`src/hw/rtl/slfr_pkg.sv`:
```
// Shared types, codes and constants of the sync/length frame receiver.
package slfr_pkg;

  localparam int MAX_WINDOW_BYTES_DEF = 256;

  localparam logic [7:0] SYNC_FIRST   = 8'hAA;
  localparam logic [7:0] SYNC_SECOND  = 8'h55;
  localparam logic [7:0] HEADER_LAST  = 8'd4;
  localparam logic [15:0] SYNC_SUM    = 16'h00FF;

  typedef enum logic [1:0] {
    FUNC_BYTE  = 2'd0,
    FUNC_OPEN  = 2'd1,
    FUNC_CLOSE = 2'd2,
    FUNC_NONE  = 2'd3
  } func_t;

  typedef enum logic [2:0] {
    KIND_PAYLOAD    = 3'd0,
    KIND_ACCEPT     = 3'd1,
    KIND_BADSUM     = 3'd2,
    KIND_UNEXPECTED = 3'd3,
    KIND_FAILED     = 3'd4
  } kind_t;

  typedef enum logic [2:0] {
    REG_MASTER_ADDR = 3'd0,
    REG_EXP_SOURCE  = 3'd1,
    REG_EXP_CONTROL = 3'd2,
    REG_EXP_FUNC    = 3'd3,
    REG_CNT_RELOAD  = 3'd4
  } reg_idx_t;

  typedef enum logic [6:0] {
    PH_HUNT    = 7'b0000001,
    PH_SYNC2   = 7'b0000010,
    PH_HEADER  = 7'b0000100,
    PH_PAYLOAD = 7'b0001000,
    PH_SUM_HI  = 7'b0010000,
    PH_SUM_LO  = 7'b0100000,
    PH_IDLE    = 7'b1000000
  } phase_t;

  typedef struct packed {
    logic [7:0] own_address;
    logic [7:0] expected_source;
    logic [7:0] expected_control;
    logic [7:0] expected_function;
    logic [7:0] offline_countdown_reload;
  } cfg_t;

  typedef struct packed {
    logic       valid;
    kind_t      kind;
    logic [7:0] data;
    logic [7:0] index;
    logic       online;
  } result_t;

endpackage

```
`src/hw/rtl/slfr_if.sv`:
```
// Valid/ready channel interfaces for receiver input items and results.
interface slfr_in_if;
  logic       valid;
  logic       ready;
  logic [1:0] func;
  logic [7:0] rx_byte;

  modport source (output valid, output func, output rx_byte, input ready);
  modport sink   (input valid, input func, input rx_byte, output ready);
endinterface

interface slfr_out_if;
  logic       valid;
  logic       ready;
  logic [2:0] out_kind;
  logic [7:0] out_byte;
  logic [7:0] byte_index;
  logic       online;

  modport source (output valid, output out_kind, output out_byte, output byte_index,
                  output online, input ready);
  modport sink   (input valid, input out_kind, input out_byte, input byte_index,
                  input online, output ready);
endinterface

```
`src/hw/rtl/slfr_core.sv`:
```
// Frame parser state and per-item next-state and result logic.
module slfr_core #(
  parameter int MaxWindowBytes = slfr_pkg::MAX_WINDOW_BYTES_DEF
) (
  input  logic              clk,
  input  logic              rst,
  input  logic              step,
  input  logic [1:0]        func,
  input  logic [7:0]        rx_byte,
  input  slfr_pkg::cfg_t    cfg,
  output slfr_pkg::result_t res
);
  import slfr_pkg::*;

  localparam int CntW = $clog2(MaxWindowBytes + 1);
  localparam logic [CntW-1:0] CntMax = CntW'(MaxWindowBytes);

  phase_t          rx_phase, rx_phase_next;
  logic [7:0]      frame_position, frame_position_next;
  logic [7:0]      payload_length, payload_length_next;
  logic [15:0]     running_sum, running_sum_next;
  logic            header_matches, header_matches_next;
  logic [7:0]      received_sum_high, received_sum_high_next;
  logic            window_accepted, window_accepted_next;
  logic [CntW-1:0] window_byte_count, window_byte_count_next;
  logic            partner_online, partner_online_next;
  logic [7:0]      offline_countdown, offline_countdown_next;

  logic [15:0] sum_add;
  logic [7:0]  pos_inc;
  logic        hdr_ok;

  always_comb begin
    sum_add = running_sum + {8'd0, rx_byte};
    pos_inc = frame_position + 8'd1;
    case (frame_position)
      8'd0:    hdr_ok = (rx_byte == cfg.expected_source);
      8'd1:    hdr_ok = (rx_byte == cfg.own_address);
      8'd2:    hdr_ok = (rx_byte == cfg.expected_control);
      8'd3:    hdr_ok = (rx_byte == cfg.expected_function);
      default: hdr_ok = 1'b1;
    endcase
  end

  always_comb begin
    rx_phase_next          = rx_phase;
    frame_position_next    = frame_position;
    payload_length_next    = payload_length;
    running_sum_next       = running_sum;
    header_matches_next    = header_matches;
    received_sum_high_next = received_sum_high;
    window_accepted_next   = window_accepted;
    window_byte_count_next = window_byte_count;
    partner_online_next    = partner_online;
    offline_countdown_next = offline_countdown;
    res = '{valid: 1'b0, kind: KIND_PAYLOAD, data: 8'd0, index: 8'd0,
            online: partner_online};

    unique case (func_t'(func))
      FUNC_BYTE: begin
        if (window_byte_count < CntMax) begin
          window_byte_count_next = window_byte_count + CntW'(1);
          unique case (rx_phase)
            PH_HUNT: begin
              if (rx_byte == SYNC_FIRST) rx_phase_next = PH_SYNC2;
            end
            PH_SYNC2: begin
              if (rx_byte == SYNC_SECOND) begin
                rx_phase_next       = PH_HEADER;
                frame_position_next = 8'd0;
                running_sum_next    = SYNC_SUM;
                header_matches_next = 1'b1;
              end else if (rx_byte != SYNC_FIRST) begin
                rx_phase_next = PH_HUNT;
              end
            end
            PH_HEADER: begin
              running_sum_next    = sum_add;
              header_matches_next = header_matches && hdr_ok;
              if (frame_position >= HEADER_LAST) begin
                payload_length_next = rx_byte;
                frame_position_next = 8'd0;
                rx_phase_next       = (rx_byte == 8'd0) ? PH_SUM_HI : PH_PAYLOAD;
              end else begin
                frame_position_next = pos_inc;
              end
            end
            PH_PAYLOAD: begin
              running_sum_next    = sum_add;
              frame_position_next = pos_inc;
              if (pos_inc >= payload_length) rx_phase_next = PH_SUM_HI;
              if (header_matches) begin
                res.valid = 1'b1;
                res.kind  = KIND_PAYLOAD;
                res.data  = rx_byte;
                res.index = frame_position;
              end
            end
            PH_SUM_HI: begin
              received_sum_high_next = rx_byte;
              rx_phase_next          = PH_SUM_LO;
            end
            PH_SUM_LO: begin
              res.valid = 1'b1;
              if (received_sum_high != running_sum[15:8] || rx_byte != running_sum[7:0]) begin
                rx_phase_next = PH_HUNT;
                res.kind      = KIND_BADSUM;
              end else if (!header_matches) begin
                rx_phase_next = PH_HUNT;
                res.kind      = KIND_UNEXPECTED;
              end else begin
                window_accepted_next = 1'b1;
                rx_phase_next        = PH_IDLE;
                partner_online_next  = 1'b1;
                if (!partner_online) offline_countdown_next = cfg.offline_countdown_reload;
                res.kind   = KIND_ACCEPT;
                res.online = 1'b1;
              end
            end
            PH_IDLE: begin
            end
            default: begin
            end
          endcase
        end
      end
      FUNC_OPEN: begin
        rx_phase_next          = PH_HUNT;
        frame_position_next    = 8'd0;
        payload_length_next    = 8'd0;
        running_sum_next       = 16'd0;
        header_matches_next    = 1'b0;
        received_sum_high_next = 8'd0;
        window_accepted_next   = 1'b0;
        window_byte_count_next = '0;
      end
      FUNC_CLOSE: begin
        rx_phase_next = PH_IDLE;
        if (!window_accepted) begin
          if (partner_online) begin
            if (offline_countdown <= 8'd1) begin
              offline_countdown_next = 8'd0;
              partner_online_next    = 1'b0;
            end else begin
              offline_countdown_next = offline_countdown - 8'd1;
            end
          end
          res.valid  = 1'b1;
          res.kind   = KIND_FAILED;
          res.online = partner_online_next;
        end
      end
      FUNC_NONE: begin
      end
      default: begin
      end
    endcase
  end

  always_ff @(posedge clk) begin
    if (rst) begin
      rx_phase          <= PH_HUNT;
      frame_position    <= 8'd0;
      payload_length    <= 8'd0;
      running_sum       <= 16'd0;
      header_matches    <= 1'b0;
      received_sum_high <= 8'd0;
      window_accepted   <= 1'b0;
      window_byte_count <= '0;
      partner_online    <= 1'b0;
      offline_countdown <= 8'd0;
    end else if (step) begin
      rx_phase          <= rx_phase_next;
      frame_position    <= frame_position_next;
      payload_length    <= payload_length_next;
      running_sum       <= running_sum_next;
      header_matches    <= header_matches_next;
      received_sum_high <= received_sum_high_next;
      window_accepted   <= window_accepted_next;
      window_byte_count <= window_byte_count_next;
      partner_online    <= partner_online_next;
      offline_countdown <= offline_countdown_next;
    end
  end

endmodule

```
`src/hw/rtl/sync_length_frame_receiver_unit.sv`:
```
// Top level of the sync/length frame receiver: registers, handshake, result register.
//
// Takes one transaction per clock: each byte, window open or window close is
// accepted in the cycle it is offered and its result, if any, appears in the
// result register on the next cycle. The only stall comes from the result
// channel: a new item is taken whenever the result register is empty or being
// taken in the same cycle. Frames are the 0xAA 0x55 sync pair, five header
// bytes (source, destination, control, function, length), the payload and a
// big-endian 16-bit byte sum over everything from the sync pair on. Only the
// first MaxWindowBytes bytes of a window are looked at. Registers are written
// through cfg_we/cfg_index/cfg_data and must change only while the block is idle.
module sync_length_frame_receiver_unit #(
  parameter int MaxWindowBytes = slfr_pkg::MAX_WINDOW_BYTES_DEF
) (
  input  logic       clk,
  input  logic       rst,
  slfr_in_if.sink    rx,
  slfr_out_if.source res,
  input  logic       cfg_we,
  input  logic [2:0] cfg_index,
  input  logic [7:0] cfg_data
);
  import slfr_pkg::*;

  cfg_t    cfg;
  result_t core_res;
  logic    step;

  assign rx.ready = !res.valid || res.ready;
  assign step     = rx.valid && rx.ready;

  always_ff @(posedge clk) begin
    if (rst) begin
      cfg <= '{own_address: 8'd0, expected_source: 8'd0, expected_control: 8'd0,
               expected_function: 8'd0, offline_countdown_reload: 8'd3};
    end else if (cfg_we) begin
      unique case (reg_idx_t'(cfg_index))
        REG_MASTER_ADDR: cfg.own_address              <= cfg_data;
        REG_EXP_SOURCE:  cfg.expected_source          <= cfg_data;
        REG_EXP_CONTROL: cfg.expected_control         <= cfg_data;
        REG_EXP_FUNC:    cfg.expected_function        <= cfg_data;
        REG_CNT_RELOAD:  cfg.offline_countdown_reload <= cfg_data;
        default: begin
        end
      endcase
    end
  end

  slfr_core #(
    .MaxWindowBytes(MaxWindowBytes)
  ) u_core (
    .clk     (clk),
    .rst     (rst),
    .step    (step),
    .func    (rx.func),
    .rx_byte (rx.rx_byte),
    .cfg     (cfg),
    .res     (core_res)
  );

  always_ff @(posedge clk) begin
    if (rst) begin
      res.valid <= 1'b0;
    end else if (rx.ready) begin
      res.valid <= step && core_res.valid;
    end
  end

  always_ff @(posedge clk) begin
    if (step && core_res.valid) begin
      res.out_kind   <= core_res.kind;
      res.out_byte   <= core_res.data;
      res.byte_index <= core_res.index;
      res.online     <= core_res.online;
    end
  end

endmodule

```
`src/flat_wrapper.sv`:
```
// flat-port wrapper written by rule: the top's interface ports become plain ports
module sync_length_frame_receiver_unit_flat import slfr_pkg::*;
#(
  parameter int MaxWindowBytes = slfr_pkg::MAX_WINDOW_BYTES_DEF
)
  (clk, rst, cfg_we, cfg_index, cfg_data, rx_valid, rx_func, rx_rx_byte, rx_ready, res_valid, res_out_kind, res_out_byte, res_byte_index, res_online, res_ready);
  slfr_in_if rx_i ();
  slfr_out_if res_i ();
  input  logic clk;
  input  logic rst;
  input  logic cfg_we;
  input  logic [2:0] cfg_index;
  input  logic [7:0] cfg_data;
  input wire logic [$bits(rx_i.valid)-1:0] rx_valid;
  input wire logic [$bits(rx_i.func)-1:0] rx_func;
  input wire logic [$bits(rx_i.rx_byte)-1:0] rx_rx_byte;
  output wire logic [$bits(rx_i.ready)-1:0] rx_ready;
  output wire logic [$bits(res_i.valid)-1:0] res_valid;
  output wire logic [$bits(res_i.out_kind)-1:0] res_out_kind;
  output wire logic [$bits(res_i.out_byte)-1:0] res_out_byte;
  output wire logic [$bits(res_i.byte_index)-1:0] res_byte_index;
  output wire logic [$bits(res_i.online)-1:0] res_online;
  input wire logic [$bits(res_i.ready)-1:0] res_ready;
  assign rx_i.valid = rx_valid;
  assign rx_i.func = rx_func;
  assign rx_i.rx_byte = rx_rx_byte;
  assign rx_ready = rx_i.ready;
  assign res_valid = res_i.valid;
  assign res_out_kind = res_i.out_kind;
  assign res_out_byte = res_i.out_byte;
  assign res_byte_index = res_i.byte_index;
  assign res_online = res_i.online;
  assign res_i.ready = res_ready;
  sync_length_frame_receiver_unit #(.MaxWindowBytes(MaxWindowBytes)) u_core (.clk(clk), .rst(rst), .rx(rx_i), .res(res_i), .cfg_we(cfg_we), .cfg_index(cfg_index), .cfg_data(cfg_data));
endmodule
```
`config.mk`:
```
export PLATFORM = sky130hd
export DESIGN_NAME = sync_length_frame_receiver_unit_flat
export DESIGN_NICKNAME = d
export VERILOG_FILES = /design/src/hw/rtl/slfr_pkg.sv /design/src/hw/rtl/slfr_if.sv /design/src/hw/rtl/slfr_core.sv /design/src/hw/rtl/sync_length_frame_receiver_unit.sv /design/src/flat_wrapper.sv
export SDC_FILE = /design/constraint.sdc
export NUM_CORES = 1
export LEC_CHECK = 0
export BUFFER_PORTS_ARGS = -buffer_cell sky130_fd_sc_hd__buf_2
export CAP_MARGIN = 10
export CORE_MARGIN = 2
export CORE_UTILIZATION = 47
export CTS_CLUSTER_DIAMETER = 150
export DETAILED_ROUTE_END_ITERATION = 7
export PLACE_DENSITY_LB_ADDON = 0.12
export SYNTH_ARGS = -nofsm -noshare
export SYNTH_HDL_FRONTEND = slang
export SYNTH_SLANG_ARGS = --single-unit
```
`constraint.sdc`:
```
create_clock -name clk -period 3.9 [get_ports clk]
set_input_delay 1.17 -clock clk [delete_from_list [all_inputs] [get_ports clk]]
set_output_delay 1.17 -clock clk [all_outputs]
set_load 0.02 [all_outputs]
```
==> run_results.csv <==
group,metric,value,unit
min_path,worstHoldStart,"u_core.cfg[34]",
floorplan,die-area,15400,um^2
clock_tree,htree_levels,4,
synth,synth_warnings,0,
synth,synth_top_area_share,31.8,%
synth,synth.largest_area_cell,"dfxtp_1",
min_path,hold_end,"u_core.cfg[34]",
critical_path,cp.required,4240,ps
min_path,whs_path_depth,2,
route,initialDrtViolationCount,572,
synth,netlist_top_cells_count,"nand2_1 (128), dfxtp_1 (108), a21oi_1 (83)",
finish,stdcell_count,1049,
critical_path,start_kind,"primary input",
clock_tree,cts.clk_slew.worst_paths,60,ps
min_path,hp-class,"reg2reg",
synth,synth-edff-count,20,
sta,hold_viol_final,0,
clock_tree,cts_buffers,17,
clock_tree,cts_setup_buffers,0,
global_route,gr-usage-all-layers,24.1,%
route,wl_per_cell,17.7,um
critical_path,timing.reg2reg.setup_slack,820,ps
run_status,run_status,"completed",
route,ant_nets,0,
floorplan,die_w,124,um
critical_path,regToRegStartpoint,"u_core.u_core.frame_position[2]",
global_route,overflow,0,
floorplan,rows,43,
sta,fin_ws,520,ps
sta,max-slew-margin-rel,47.9,%
synth,synth_area_leaders,"dfxtp_1 (32%), edfxtp_1 (8.8%), nand2_1 (7.1%)",
synth,syn_inst,811,
floorplan,core_area,14000,um^2
sta,fmax,0.296,GHz
synth,yosysMostFrequentCell,"nand2_1",
clock_tree,worst_skew_pair.late_latency,420,ps
global_route,grt_first_pass_wirelength,30.3,mm
place,hpwl,13.2,mm
sta,tightest_slew,774,ps
sta,fin_worst_skew,11.1,ps
power,cellLeakagePower,3.00,nW
sta,rsz0062_at_grt,"no",
finish,post-route-util,56.5,%
route,num_vias,6167,
route,drcViolationCount,0,
sta,setup_violations,0,
sta,fin_setup_tns,0,ps
critical_path,reg2reg_to,"u_core.u_core.rx_phase[0]",
clock_tree,cts_buffer_depth,2,
synth,synth_async_sr_flop_share,0,%
clock_tree,cts_root_buffer,"clkbuf_16",
sta,slew_violations,0,
global_route,grt_pass1_vias,5814,
place,pre_cts_ws,89.5,ps
synth,syn_area,6800,um^2
route,vias_per_cell,5.88,
synth,synth_fp_nets,866,
synth,synth_seq_area_share,40.6,%
clock_tree,ctsHoldBuffers,0,
finish,post_route_cells_drive_above_1_share,12.3,%
critical_path,worst-setup-path-type,"in2reg",
critical_path,crit_fanout,6,
critical_path,r2r_cells,10,
synth,syn-mean-instance-area,8.38,um^2
finish,nets,912,
synth,synth_cell_types,73,
clock_tree,cts_tree,"done",
synth,ys_ff_latch,128,
place,place.port_buffers,47,
floorplan,ios,48,
route,routed_wl,18.5,mm
finish,antenna_cells,0,
sta,fin_crit_sh,86.7,%
critical_path,cp-end-kind,"flop",
synth,synth_ff_type,"dfxtp_1",
floorplan,initial_utilization,48.6,%
place,numPlacedInstances,1018,
global_route,antenna_found_initial,0,
clock_tree,post_cts_resize_count,0,
clock_tree,cts_sinks,128,
job,maxCapViolCount,0,
power,power.density,426,nW/um^2
finish,synthToLayoutAreaGrowth,16.3,%
critical_path,arrival,3720,ps
global_route,grt_max_degree,70,
floorplan,dieHeight,124,um
power,ir_worst_vdd,0.000301,V
route,dr.pass1.iters,5,
sta,fin_crit,3380,ps
place,gp_congestion,0.915,
kinds of logic after synthesis:
family / share of synthesized area, %
simple gates: 23.7
compound gates: 19.2
flops: 40.6
buf+inv: 3.83
xor+xnor: 4.51
fa+ha+maj: 5.45
mux: 2.65
flip-flops by register name, summed over array words and instances (netlist names), 3 cells and up:
signal	flops
u_core.cfg	40
u_core.res.byte_index	8
u_core.res.out_byte	8
u_core.res.out_kind	3
u_core.u_core.frame_position	8
u_core.u_core.offline_countdown	8
u_core.u_core.payload_length	8
u_core.u_core.received_sum_high	8
u_core.u_core.running_sum	16
u_core.u_core.rx_phase	7
u_core.u_core.window_byte_count	9
area by class of cell:
| class | instances | area (um^2) |
|---|---|---|
| Timing Repair Buffer | 68 | 393 |
| Clock buffer | 24 | 514 |
| Tap cell | 180 | 225 |
| Multi-Input combinational cell | 617 | 3800 |
| Inverter | 25 | 93.8 |
| Sequential cell | 128 | 2760 |
| Clock inverter | 7 | 120 |
| Fill cell | 1282 | 6080 |
worst max path at each step:
stage / from / to / slack (ps) / cells after the start
after floorplan: rx_func[0] / u_core.res.byte_index[0] / 260 / 6
final: rx_rx_byte[4] / u_core.u_core.offline_countdown[6] / 520 / 9
after CTS: rx_rx_byte[4] / u_core.u_core.offline_countdown[6] / 510 / 9
after detailed placement: rx_rx_byte[4] / u_core.u_core.offline_countdown[6] / 90 / 9
after global placement: rx_rx_byte[4] / u_core.u_core.offline_countdown[6] / 140 / 9
after global routing: rx_rx_byte[4] / u_core.u_core.offline_countdown[6] / 410 / 9
power breakdown:
part	switching, mW	internal (mW)
clock	0.582	1.11
sequential	0.0195	1.37
combinational	0.181	0.102
total	0.782	2.59
critical path, stage by stage:
cell and delay (ps):
buf_2 110, ha_1 360, or4_1 550, nor4_1 420, nand4_1 310, o21ai_1 400
buf_4 200, nand2_1 50, a21oi_1 150
layout by cell type, fill, tap and decap left out, types with 3 or more instances in the layout:
cell       instances
o21bai_1           4
buf_4             21
and4_1             3
a21o_1             5
o21ai_0           31
ha_1              28
o211ai_1           7
nand4_1           11
nor3b_1            3
nor2b_1           14
o31ai_1            4
nand3_1           19
a222oi_1           8
a21oi_1           83
a31oi_1            9
nor2_1            64
and2_1            18
dfxtp_1          108
and3_1             8
nand3b_1           5
xnor2_1           13
clkbuf_16         19
inv_1             24
o41ai_1            3
nand2b_1           8
nor3_1            10
nor4_1             9
xor2_1            22
nand2_1          128
o21a_1             7
clkbuf_1           3
a32o_1             3
o2bb2ai_1          7
bufinv_16          3
or4_1              7
or3_1             10
a211oi_1           7
buf_2             47
mux2i_1           18
edfxtp_1          20
stage by stage:
step	instance area [um^2]	power, mW	hold WS (ps)
floorplan	6800	1.59	436
global placement	7270	1.69	442
detailed placement	7270	1.69	448
CTS	7910	3.39	456
global route	7910	3.48	472
finish	7910	3.37	458
routing by layer:
metal / track usage, % / vias to the layer above / part of all wire, %
li1: - / 2999 / -
met1: 34.3 / 2969 / 47
met2: 37.2 / 183 / 45
met3: 5.07 / 16 / 6.3
met4: 6.68 / 0 / 1.1
met5: 0 / - / 0
(Power assumes the default switching activity.)
